**src/sltc_pkg.sv**
```systemverilog
// Shared types and constants for the streaming local triangle counter.
// No dependencies; imported by every module of the block but sltc_ram.
package sltc_pkg;

    // Fixed field widths of the stream payload
    localparam int NODE_FW     = 6;
    localparam int SMALL_FW    = 6;
    localparam int TRI_FW      = 32;
    localparam int S_TDATA_W   = 16;
    localparam int M_TDATA_W   = 48;

    // Result field positions inside m_tdata
    localparam int OUT_NEW_LSB     = 0;
    localparam int OUT_DEG_LSB     = 6;
    localparam int OUT_TRI_LSB     = 12;
    localparam int OUT_PRESENT_BIT = 44;
    localparam int OUT_SELF_BIT    = 45;

    localparam logic [SMALL_FW-1:0] SMALL_MAX = '1;
    localparam logic [TRI_FW-1:0]   TRI_MAX   = '1;

    // Request kinds carried on s_tuser
    localparam logic CMD_INSERT = 1'b0;
    localparam logic CMD_READ   = 1'b1;

    typedef enum logic [3:0] {
        ST_CLEAR,
        ST_IDLE,
        ST_RD_A,
        ST_RD_B,
        ST_LINK_A,
        ST_LINK_B,
        ST_SCAN,
        ST_DRAIN,
        ST_WR_A,
        ST_WR_B,
        ST_FINISH
    } state_t;

    typedef enum logic [1:0] {
        RSEL_A,
        RSEL_B,
        RSEL_SCAN
    } rd_sel_t;

    typedef struct packed {
        logic    latch_in;
        logic    rd_en;
        rd_sel_t rd_sel;
        logic    cap_a;
        logic    cap_b;
        logic    link_a;
        logic    link_b;
        logic    scan;
        logic    wr_a;
        logic    wr_b;
        logic    clr;
        logic    out_load;
    } sltc_cmd_t;

    typedef struct packed {
        logic clr_last;
        logic is_read;
        logic a_bad;
        logic b_bad;
        logic same;
        logic scan_last;
        logic out_free;
    } sltc_status_t;

endpackage

```
**src/sltc_ctrl.sv**
```systemverilog
// Controller state machine of the triangle counter.
// Depends on sltc_pkg; drives the datapath through sltc_cmd_t.
module sltc_ctrl (
    input  logic                  aclk,
    input  logic                  aresetn,
    input  logic                  s_tvalid,
    output logic                  s_tready,
    input  sltc_pkg::sltc_status_t status,
    output sltc_pkg::sltc_cmd_t    cmd
);
    import sltc_pkg::*;

    state_t state_reg;
    state_t state_next;

    always_ff @(posedge aclk) begin
        if (!aresetn) begin
            state_reg <= ST_CLEAR;
        end else begin
            state_reg <= state_next;
        end
    end

    always_comb begin
        state_next = state_reg;
        case (state_reg)
            ST_CLEAR:  if (status.clr_last) state_next = ST_IDLE;
            ST_IDLE:   if (s_tvalid) state_next = ST_RD_A;
            ST_RD_A:   state_next = ST_RD_B;
            ST_RD_B: begin
                if (status.is_read || status.a_bad || status.same || status.b_bad) begin
                    state_next = ST_FINISH;
                end else begin
                    state_next = ST_LINK_A;
                end
            end
            ST_LINK_A: state_next = ST_LINK_B;
            ST_LINK_B: state_next = ST_SCAN;
            ST_SCAN:   if (status.scan_last) state_next = ST_DRAIN;
            ST_DRAIN:  state_next = ST_WR_A;
            ST_WR_A:   state_next = ST_WR_B;
            ST_WR_B:   state_next = ST_FINISH;
            ST_FINISH: if (status.out_free) state_next = ST_IDLE;
            default:   state_next = ST_CLEAR;
        endcase
    end

    always_comb begin
        cmd      = '0;
        s_tready = 1'b0;
        case (state_reg)
            ST_CLEAR: cmd.clr = 1'b1;
            ST_IDLE: begin
                s_tready     = 1'b1;
                cmd.latch_in = s_tvalid;
            end
            ST_RD_A: begin
                cmd.rd_en  = 1'b1;
                cmd.rd_sel = RSEL_A;
            end
            ST_RD_B: begin
                cmd.rd_en  = 1'b1;
                cmd.rd_sel = RSEL_B;
                cmd.cap_a  = 1'b1;
            end
            ST_LINK_A: begin
                cmd.cap_b  = 1'b1;
                cmd.link_a = 1'b1;
            end
            ST_LINK_B: cmd.link_b = 1'b1;
            ST_SCAN: begin
                cmd.rd_en  = 1'b1;
                cmd.rd_sel = RSEL_SCAN;
                cmd.scan   = 1'b1;
            end
            ST_DRAIN:  cmd = '0;
            ST_WR_A:   cmd.wr_a = 1'b1;
            ST_WR_B:   cmd.wr_b = 1'b1;
            ST_FINISH: cmd.out_load = status.out_free;
            default:   cmd = '0;
        endcase
    end
endmodule

```
**config.mk**
```make
export PLATFORM = sky130hd
export DESIGN_NAME = sltc_ctrl
export DESIGN_NICKNAME = d
export VERILOG_FILES = /design/src/sltc_pkg.sv /design/src/sltc_ctrl.sv
export SDC_FILE = /design/constraint.sdc
export NUM_CORES = 1
export LEC_CHECK = 0
export BUFFER_PORTS_ARGS = -buffer_cell sky130_fd_sc_hd__buf_4
export CORE_AREA = 2 2 39 41
export DETAILED_ROUTE_END_ITERATION = 10
export DIE_AREA = 0 0 41 43
export PLACE_DENSITY = 0.58
export SLEW_MARGIN = 20
export SYNTH_ARGS = -nofsm -noshare
export SYNTH_HDL_FRONTEND = slang
export SYNTH_SLANG_ARGS = --single-unit
```
**constraint.sdc**
```tcl
create_clock -name aclk -period 2.2 [get_ports aclk]
set_input_delay 0.11 -clock aclk [delete_from_list [all_inputs] [get_ports aclk]]
set_output_delay 0.11 -clock aclk [all_outputs]
set_load 0.05 [all_outputs]
```
==> results of run 1 <==
power by group through the flow:
stage / logic, mW / clock network, mW / registers, mW
CTS: 0.490 / 0.0987 / 0.189
global route: 0.512 / 0.100 / 0.197
global placement: 0.488 / 0 / 0.188
floorplan: 0.465 / 0 / 0.108
finish: 0.486 / 0.0982 / 0.190
detailed placement: 0.489 / 0 / 0.190
worst max-delay path, delay by kind of cell (launching register included):
| family | cells | cell delay (ns) |
|---|---|---|
| and+or+nand+nor | 2 | 0.52 |
| buffers and inverters | 1 | 0.25 |
| DFF | 1 | 0.60 |
area by class of cell:
| cell class | instances | area, µm² | area share (%) |
|---|---|---|---|
| multi-input combinational | 42 | 293 | 48.5 |
| timing repair buffer | 23 | 173 | 28.6 |
| sequential | 4 | 80.1 | 13.3 |
| clock buffer | 3 | 22.5 | 3.73 |
| tap | 16 | 20.0 | 3.32 |
| inverter | 4 | 15.0 | 2.49 |
cell families (layout without fill, tap and decap cells):
kind of cell	Yosys count	count (layout)	synth area share, %
buffers and inverters	11	30	14.5
and+or+nand+nor	29	29	40.1
muxes	2	2	5.12
DFF	4	4	19.3
AOI/OAI and AO/OA	11	11	21.1
cells in the mapped netlist:
library cell / count / area [µm²]
mux2i_1: 1 / 10.0
nor3b_1: 2 / 15.0
nor4_1: 2 / 12.5
nor3_1: 7 / 35.0
a21oi_1: 4 / 20.0
or3_4: 1 / 11.3
buf_2: 3 / 15.0
a211oi_1: 1 / 7.51
nand4b_1: 1 / 8.76
a22oi_2: 1 / 12.5
nand2_1: 5 / 18.8
o21ai_2: 1 / 8.76
o31ai_1: 1 / 7.51
buf_6: 1 / 11.3
o32ai_2: 1 / 16.3
nand2b_1: 5 / 31.3
nor4_2: 1 / 12.5
mux2_2: 1 / 11.3
inv_1: 4 / 15.0
a32o_1: 1 / 10.0
dfxtp_1: 4 / 80.1
nand3_1: 2 / 10.0
nor2_1: 3 / 11.3
clkbuf_1: 1 / 3.75
buf_4: 2 / 15.0
o21ai_0: 1 / 5.00
worst min path at each step:
stage                  from                         to  slack (ns)
global placement    aresetn  state_reg[0]$_SDFFE_PN0P_        0.39
global route        aresetn  state_reg[0]$_SDFFE_PN0P_        0.15
finish              aresetn  state_reg[0]$_SDFFE_PN0P_        0.14
floorplan           aresetn  state_reg[1]$_SDFFE_PN0P_        0.26
CTS                 aresetn  state_reg[0]$_SDFFE_PN0P_        0.14
detailed placement  aresetn  state_reg[0]$_SDFFE_PN0P_        0.39
cells in the final DEF, fill, tap and decap left out:
master    synthesis  final
nand2_1           5      5
a21oi_1           4      4
dfxtp_1           4      4
o21ai_2           1      1
or3_4             1      1
o32ai_2           1      1
inv_1             4      4
a32o_1            1      1
nor3_2            0      1
nand4b_1          1      1
buf_4             2     23
nor3_1            7      6
nor4_2            1      3
clkbuf_4          0      3
a211oi_1          1      1
nand2b_1          5      5
nand3_1           2      2
mux2_2            1      1
o31ai_1           1      1
a22oi_2           1      1
mux2i_1           1      1
o21ai_0           1      1
nor3b_1           2      2
nor2_1            3      3
routing by layer:
metal / track usage [%] / vias to the layer above
met3: 3.14 / 4
met5: 0 / -
met4: 12.0 / 0
met1: 14.8 / 207
met2: 18.8 / 22
li1: - / 240
through the flow:
stage / std cells / cell area (µm²) / util [%] / total power [mW]
2_1_floorplan: 57 / 433 / - / 0.574
3_3_place_gp: 89 / 581 / 42.0 / 0.676
3_5_place_dp: 89 / 581 / 42.0 / 0.679
4_1_cts: 92 / 603 / 43.6 / 0.778
5_1_grt: 92 / 603 / 43.6 / 0.810
6_report: 92 / 603 / 43.6 / 0.774
==> reports/qor.yml, run 1 <==
run_status: "completed"
worst_slew_pin_slew_ns: 0.613
diodes: 0
synth-seq-cells: 4
netlist_area_um2: 415
avgSynthCellArea_um2: 7.29
fin_tns_setup_ns: 0
critPathLaunch: "state_reg[0]$_SDFFE_PN0P_"
die_h_um: 43
vias_per_cell: 5.14
grt_max_degree: 20
setup_violations: 0
crit_chain: "nand2b_1 -> nor3_1 -> buf_4"
placementRows: 14
clock_latency_ns: 0.25
rsz0062_at_grt: "no"
fillers: 149
die_w_um: 41
hold_ws_ns: 0.143
drive_gt1_share_pct: 46.1
regToRegSetupSlack_ns: 0.61
io_pins: 24
fmax_mhz: 579
largest_reg_flops: 4
antenna_found_initial: 0
drt-total-wl_um: 1090
leakage_nw: 0.249
grt_use_total_pct: 13.1
swShare_pct: 56.1
cts_resized: 0
fin_ws_ns: 0.473
met1_length_um: 480
cap_violations: 0
pwr-share-clk_pct: 12.7
gp_congestion: 0.690
regToRegStartpoint: "state_reg[0]$_SDFFE_PN0P_"
path_class: "reg -> out"
cp-endpoint: "s_tready"
grt_pass1_wl_um: 1540
cp_max_fo: 13
hold_path_depth: 2
globalRouteOverflowTotal: 0
wl_per_cell_um: 11.8
synth-seq-area-share_pct: 19.3
critPathMaxStageDelay_ns: 0.60
cts-root-buf: "clkbuf_4"
htree_levels: 1
via_count: 473
tritoncts: "done"
firstDrtPassIters: 4
start_util_pct: 30.0
ys.warnings.count: 0
p_comb_share_pct: 62.8
area_growth_pct: 45.2
post_cts_buffers: 0
ir_drop_v: 0.000496
dieArea_um2: 1760
dp_hpwl_um: 774
fin_crit_sh_pct: 78.5
coreArea_um2: 1380
hold_violations: 0
cts.sinks: 4
cts_hold_buf: 0
ant_nets: 0
clk_pin_slew_ns: 0.03
synthCells: 57
fin_crit_ns: 1.73
cp.required_ns: 2.09
fin_skew_ns: 0.00891
wl_met3_um: 72
p_per_area_nw_per_um2: 1280
fin_nets: 88
first_global_vias: 383
drt_iter0_markers: 4
arrival_ns: 1.62
end_kind: "primary output"
met2WireLength_um: 499
cp_slowest_cell: "dfxtp_1"
rr_worst_depth: 4
drv_slew: 0
post-route-drc-count: 0
syn_nets: 67
maxSlewHeadroom_pct: 59.1
critPathLaunchType: "flip-flop"
synth_cell_types: 26
pre_cts_ws_ns: 0.597
r2r-end: "state_reg[0]$_SDFFE_PN0P_"
seq_power_share_pct: 24.5
worstHoldPathType: "in -> reg"
p_int_mw: 0.339
power_switching_mw: 0.434
numCtsBuffers: 3
cts_buffer_depth: 2
port_buffers: 23
top_layer_used: "met4"
Note: power is estimated with default switching activity, not from simulation.
==> inputs of run 2 (changes only) <==
--- a/config.mk
+++ b/config.mk
@@ -9,7 +9,7 @@
 export CORE_AREA = 2 2 39 41
 export DETAILED_ROUTE_END_ITERATION = 10
 export DIE_AREA = 0 0 41 43
-export PLACE_DENSITY = 0.58
+export PLACE_DENSITY = 0.61
 export SLEW_MARGIN = 20
 export SYNTH_ARGS = -nofsm -noshare
 export SYNTH_HDL_FRONTEND = slang
==> constraint.sdc (replaced) <==
create_clock -name aclk -period 1.4 [get_ports aclk]
set_input_delay 0.07 -clock aclk [delete_from_list [all_inputs] [get_ports aclk]]
set_output_delay 0.07 -clock aclk [all_outputs]
set_load 0.05 [all_outputs]
==> run 2 against run 1 <==
  * Sequential power increased by 15%
  * Global-route usage increased by 1.7 points
  * First-iteration DRC count increased to 2.5 times the previous value
  * Total power increased by 76%
  * Non-clock buffer count increased by 6
  * Critical path type unchanged
  * Highest routed layer unchanged
==> reports/qor.yml, run 2 (same netlist as run 1, synthesis figures left out) <==
pre_cts_ws_ns: 0.102  # -0.496 ns
seq_power_share_pct: 16.0  # -8.5 points
start_util_pct: 30.0  # unchanged
drt_iter0_markers: 10  # +6
diodes: 0  # unchanged
wl_per_cell_um: 11.5  # -2.5%
rr_worst_depth: 4  # unchanged
run_status: "completed"
cp_slowest_cell: "dfxtp_1"
fin_crit_ns: 1.35
hp-start: "aresetn"
rsz0062_at_grt: "yes"
dp.cells: 95  # +6.7%
die_h_um: 43  # unchanged
worstHoldPathType: "in -> reg"
port_buffers: 23  # unchanged
clock_latency_ns: 0.24  # about the same
coreArea_um2: 1380  # unchanged
regToRegSetupSlack_ns: 0.18  # -0.43 ns
htree_levels: 1  # unchanged
area_growth_pct: 69.0
layout_commonest_cell: "buf_4"
critPathLaunchType: "flip-flop"
fin_skew_ns: 0.00113  # -0.00778 ns
drt-total-wl_um: 1130  # +3.9%
cts.sinks: 4  # unchanged
arrival_ns: 1.28  # -0.34 ns
power_switching_mw: 0.731  # +68%
fin_crit_sh_pct: 96.2
fmax_mhz: 742
p_comb_share_pct: 73.3  # +10 points
dieArea_um2: 1760  # unchanged
numCtsBuffers: 3  # unchanged
hold_path_depth: 2  # unchanged
fin_nets: 94  # +6.8%
drv_slew: 0  # unchanged
antenna_found_initial: 0  # unchanged
p_int_mw: 0.629  # +85%
grt_use_total_pct: 14.8  # +1.7 points
regToRegStartpoint: "state_reg[1]$_SDFFE_PN0P_"
end_kind: "primary output"
cp_max_fo: 5  # -8
vias_per_cell: 5.16  # +0.43%
post-route-drc-count: 0  # unchanged
seq_area_um2: 85.1  # +6.2%
critPathTopFamily: "simple AND/OR/NAND/NOR gates"
gp_congestion: 0.772  # +12%
first_global_vias: 432  # +13%
leakage_nw: 0.284  # +14%
worst_slew_pin_slew_ns: 0.240  # -0.372 ns
cts_buffer_depth: 2  # unchanged
fillers: 139  # -6.7%
dp_hpwl_um: 903  # +17%
cts-root-buf: "clkbuf_4"
maxSlewHeadroom_pct: 83.9  # +25 points
critPathMaxStageDelay_ns: 0.32  # -0.28 ns
fin_ws_ns: 0.0530  # -0.420 ns
final_cell_mix: "buf_4 (27), nand2b_1 (5), nand2_1 (5)"
cp.required_ns: 1.33  # -0.76 ns
tritoncts: "done"
drive_gt1_share_pct: 58.5  # +12 points
path_class: "reg -> out"
p_per_area_nw_per_um2: 1940  # +51%
placementRows: 14  # unchanged
fin_tns_setup_ns: 0  # unchanged
multiInputGateArea_um2: 334  # +14%
globalRouteOverflowTotal: 0  # unchanged
hold_violations: 0  # unchanged
pwr-share-clk_pct: 10.7  # -2.0 points
io_pins: 24  # unchanged
hold_path_end: "state_reg[0]$_SDFFE_PN0P_"
cap_violations: 0  # unchanged
via_count: 506  # +7.0%
crit_chain: "nand2b_1 -> buf_4 -> nor3b_2 -> buf_6"
ir_drop_v: 0.000638  # +29%
r2r-end: "state_reg[0]$_SDFFE_PN0P_"
swShare_pct: 53.8  # -2.4 points
crit_buf_inv: 2  # +1
grt_max_degree: 13  # -35%
firstDrtPassIters: 4  # unchanged
clk_pin_slew_ns: 0.04  # about the same
grt_pass1_wl_um: 1780  # +16%
setup_violations: 0  # unchanged
die_w_um: 41  # unchanged
ant_nets: 0  # unchanged
fin_cells: 98  # +6.5%
largest_reg_flops: 4  # unchanged
## run 2: power by group through the flow
stage	clock network [mW]	logic, mW	registers, mW
6_report	0.146	0.997	0.218
5_1_grt	0.159	1.06	0.225
4_1_cts	0.151	0.976	0.211
3_5_place_dp	0	0.975	0.209
3_3_place_gp	0	0.978	0.204
2_1_floorplan	0	0.770	0.171
## run 2: stage by stage
step | instance area, µm² | total power [mW] | hold WS, ns | utilization, %
2_1_floorplan | 479 | 0.940 | 0.218 | -
3_3_place_gp | 662 | 1.18 | 0.347 | 47.8
3_5_place_dp | 662 | 1.18 | 0.348 | 47.8
4_1_cts | 686 | 1.34 | 0.0972 | 49.5
5_1_grt | 702 | 1.44 | 0.116 | 50.7
6_report | 702 | 1.36 | 0.103 | 50.7
## run 2: worst max path at each step
stage                                endpoint                      start  slack, ns  depth (start not counted)
floorplan                              cmd[2]  state_reg[1]$_SDFFE_PN0P_      -0.39                          3
global placement    state_reg[0]$_SDFFE_PN0P_  state_reg[1]$_SDFFE_PN0P_       0.11                          4
detailed placement  state_reg[0]$_SDFFE_PN0P_  state_reg[1]$_SDFFE_PN0P_       0.10                          4
CTS                                   cmd[12]  state_reg[1]$_SDFFE_PN0P_       0.04                          3
global route                           cmd[9]  state_reg[3]$_SDFFE_PN0P_      -0.01                          4
finish                                 cmd[8]  state_reg[3]$_SDFFE_PN0P_       0.05                          4
## run 2: routing by layer
| layer | vias up | share of wire (%) | track usage (%) |
|---|---|---|---|
| li1 | 253 | - | - |
| met1 | 228 | 42 | 18.1 |
| met2 | 23 | 48 | 24.7 |
| met3 | 2 | 8.8 | 1.57 |
| met4 | 0 | 1.5 | 6.00 |
| met5 | - | 0 | 0 |
## run 2: what timing repair did
action,CTS,global route
buffers inserted,0,0
cloned,0,0
endpoints found under the setup margin,5,4
resized for setup,1,4
hold buffers,0,0
## run 2: cell type report
class	instances	area share (%)
inverter	4	2.14
sequential	4	12.1
timing repair buffer	29	32.1
tap	16	2.85
clock buffer	3	3.21
multi-input combinational	42	47.6
==> inputs of run 3 (changes only) <==
--- a/config.mk
+++ b/config.mk
@@ -5,7 +5,7 @@
 export SDC_FILE = /design/constraint.sdc
 export NUM_CORES = 1
 export LEC_CHECK = 0
-export BUFFER_PORTS_ARGS = -buffer_cell sky130_fd_sc_hd__buf_4
+export BUFFER_PORTS_ARGS = -buffer_cell sky130_fd_sc_hd__buf_2
 export CORE_AREA = 2 2 39 41
 export DETAILED_ROUTE_END_ITERATION = 10
 export DIE_AREA = 0 0 41 43
==> run 3 against run 2 <==
  * Fmax is 0.92% higher
  * Highest routed layer is now met3
  * Critical path type unchanged
  * Die area is the same
  * Clock skew rose by 0.0067 ns
  * Largest power group unchanged
  * First-iteration DRC count down 70%
==> reports/qor.yml, run 3 (same netlist as run 1, synthesis figures left out) <==
grt_pass1_wl_um: 1900  # +7.0%
globalRouteOverflowTotal: 0  # unchanged
ant_nets: 0  # unchanged
placed_area_um2: 612  # -7.6%
die_w_um: 41  # unchanged
dp_hpwl_um: 955  # +5.8%
ir_drop_v: 0.000771  # +21%
placementRows: 14  # unchanged
fillers: 142  # +2.2%
arrival_ns: 1.26  # -0.02 ns
vias_per_cell: 4.93  # -4.5%
grt_max_degree: 11  # -2
area_growth_pct: 65.7
end_kind: "primary output"
fin_crit_sh_pct: 95.3  # -0.88 points
power_switching_mw: 0.749  # +2.5%
p_int_mw: 0.675  # +7.2%
critPathTopFamily: "buffers and inverters"
setup_violations: 0  # unchanged
htree_levels: 1  # unchanged
cts-root-buf: "clkbuf_4"
fin_skew_ns: 0.00779  # +0.00666 ns
firstDrtPassIters: 4  # unchanged
coreArea_um2: 1380  # unchanged
swShare_pct: 52.6  # -1.1 points
first_global_vias: 466  # +7.9%
hold_violations: 0  # unchanged
run_status: "completed"
antenna_found_initial: 0  # unchanged
numCtsBuffers: 3  # unchanged
wl_per_cell_um: 11.6  # +0.30%
fin_util_pct: 49.7  # -0.99 points
fin_crit_ns: 1.33  # -0.0123 ns
diodes: 0  # unchanged
post_cts_buffers: 0  # unchanged
rsz0062_at_grt: "yes"
dieArea_um2: 1760  # unchanged
post-route-drc-count: 0  # unchanged
critPathMaxStageDelay_ns: 0.37  # +0.05 ns
start_util_pct: 30.0  # unchanged
cts.sinks: 4  # unchanged
io_pins: 24  # unchanged
final_cell_mix: "buf_2 (13), buf_4 (13), nand2_1 (5)"
cp.required_ns: 1.33  # about the same
fin_area_um2: 688  # -2.0%
cp_slowest_cell: "dfxtp_2"
via_count: 488  # -3.6%
drt-total-wl_um: 1150  # +1.3%
drt_iter0_markers: 3  # -7
die_h_um: 43  # unchanged
maxSlewHeadroom_pct: 83.3  # -0.55 points
seq_area_um2: 85.1  # unchanged
crit_path_frequent_cell: "buf_4"
cts_buffer_depth: 2  # unchanged
clk_pin_slew_ns: 0.04  # about the same
gp_congestion: 0.701  # -9.2%
path_class: "reg -> out"
leakage_nw: 0.285  # +0.40%
cp_max_fo: 10  # +5
drive_gt1_share_pct: 62.7  # +4.1 points
worst_slew_pin_slew_ns: 0.248  # +0.00825 ns
fmax_mhz: 749  # +0.92%
fin_tns_setup_ns: 0  # unchanged
port_buffers: 23  # unchanged
multiInputGateArea_um2: 342  # +2.2%
cts_hold_buf: 0  # unchanged
cap_violations: 0  # unchanged
seq_power_share_pct: 16.2  # +0.2 points
tritoncts: "done"
pwr-share-clk_pct: 10.1  # -0.6 points
p_per_area_nw_per_um2: 2070  # +6.8%
drv_slew: 0  # unchanged
grt_use_total_pct: 15.8  # +1.0 points
crit_buf_inv: 2  # unchanged
clock_latency_ns: 0.24  # about the same
regToRegSetupSlack_ns: 0.18  # about the same
fin_nets: 95  # +1.1%
crit_chain: "buf_4 -> nor4_2 -> buf_4"
largest_reg_flops: 4  # unchanged
critPathLaunchType: "flip-flop"
power_mw: 1.42  # +4.7%
worstHoldPathType: "in -> reg"
p_comb_share_pct: 73.8  # +0.5 points
run 3: repair_timing:
action | in CTS | in global routing
resized for setup | 8 | 15
hold endpoints to repair | 0 | 0
setup endpoints to repair | 10 | 12
gates cloned | 0 | 0
run 3: path summary, 6_finish.rpt:
path	startpoint	endpoint	depth (start not counted)
worst max register to register	state_reg[1]$_SDFFE_PN0P_	state_reg[0]$_SDFFE_PN0P_	4
worst min register to register	state_reg[3]$_SDFFE_PN0P_	state_reg[2]$_SDFFE_PN0P_	2
worst max-delay path	state_reg[1]$_SDFFE_PN0P_	cmd[12]	3
worst min-delay path	aresetn	state_reg[1]$_SDFFE_PN0P_	3
run 3: layout make-up:
type	instances	area share, %
tap	16	2.91
clock buffer	3	3.27
multi-input combinational	42	49.6
inverter	4	2.18
sequential	4	12.4
timing repair buffer	30	29.6
run 3: metal layers:
metal | global-route usage, % | share of wire [%] | vias up
met5 | 0 | 0 | -
li1 | - | - | 254
met4 | 2.00 | 0 | 0
met3 | 6.28 | 9.1 | 0
met1 | 19.0 | 42 | 211
met2 | 25.9 | 48 | 23
run 3: metrics by stage:
stage                     setup slack (ns)  cells  hold slack (ns)
final                               0.0653     99            0.110
after global routing               -0.0102     99            0.102
after CTS                         -0.00654     99            0.102
after detailed placement             0.121     96            0.364
after global placement               0.146     96            0.350
after floorplan                     -0.391     57            0.218
run 3: worst register-to-register path: cells and delay by family, from the launching register on:
| family | cells | cell delay (ns) |
|---|---|---|
| and+or+nand+nor | 1 | 0.40 |
| DFF | 1 | 0.37 |
| AOI/OAI and AO/OA | 3 | 0.35 |
run 3: power by group through the flow:
stage / logic [mW] / clock network, mW / registers (mW)
floorplan: 0.770 / 0 / 0.171
global placement: 0.945 / 0 / 0.208
detailed placement: 0.956 / 0 / 0.210
CTS: 1.01 / 0.152 / 0.221
global route: 1.12 / 0.168 / 0.237
finish: 1.05 / 0.143 / 0.230
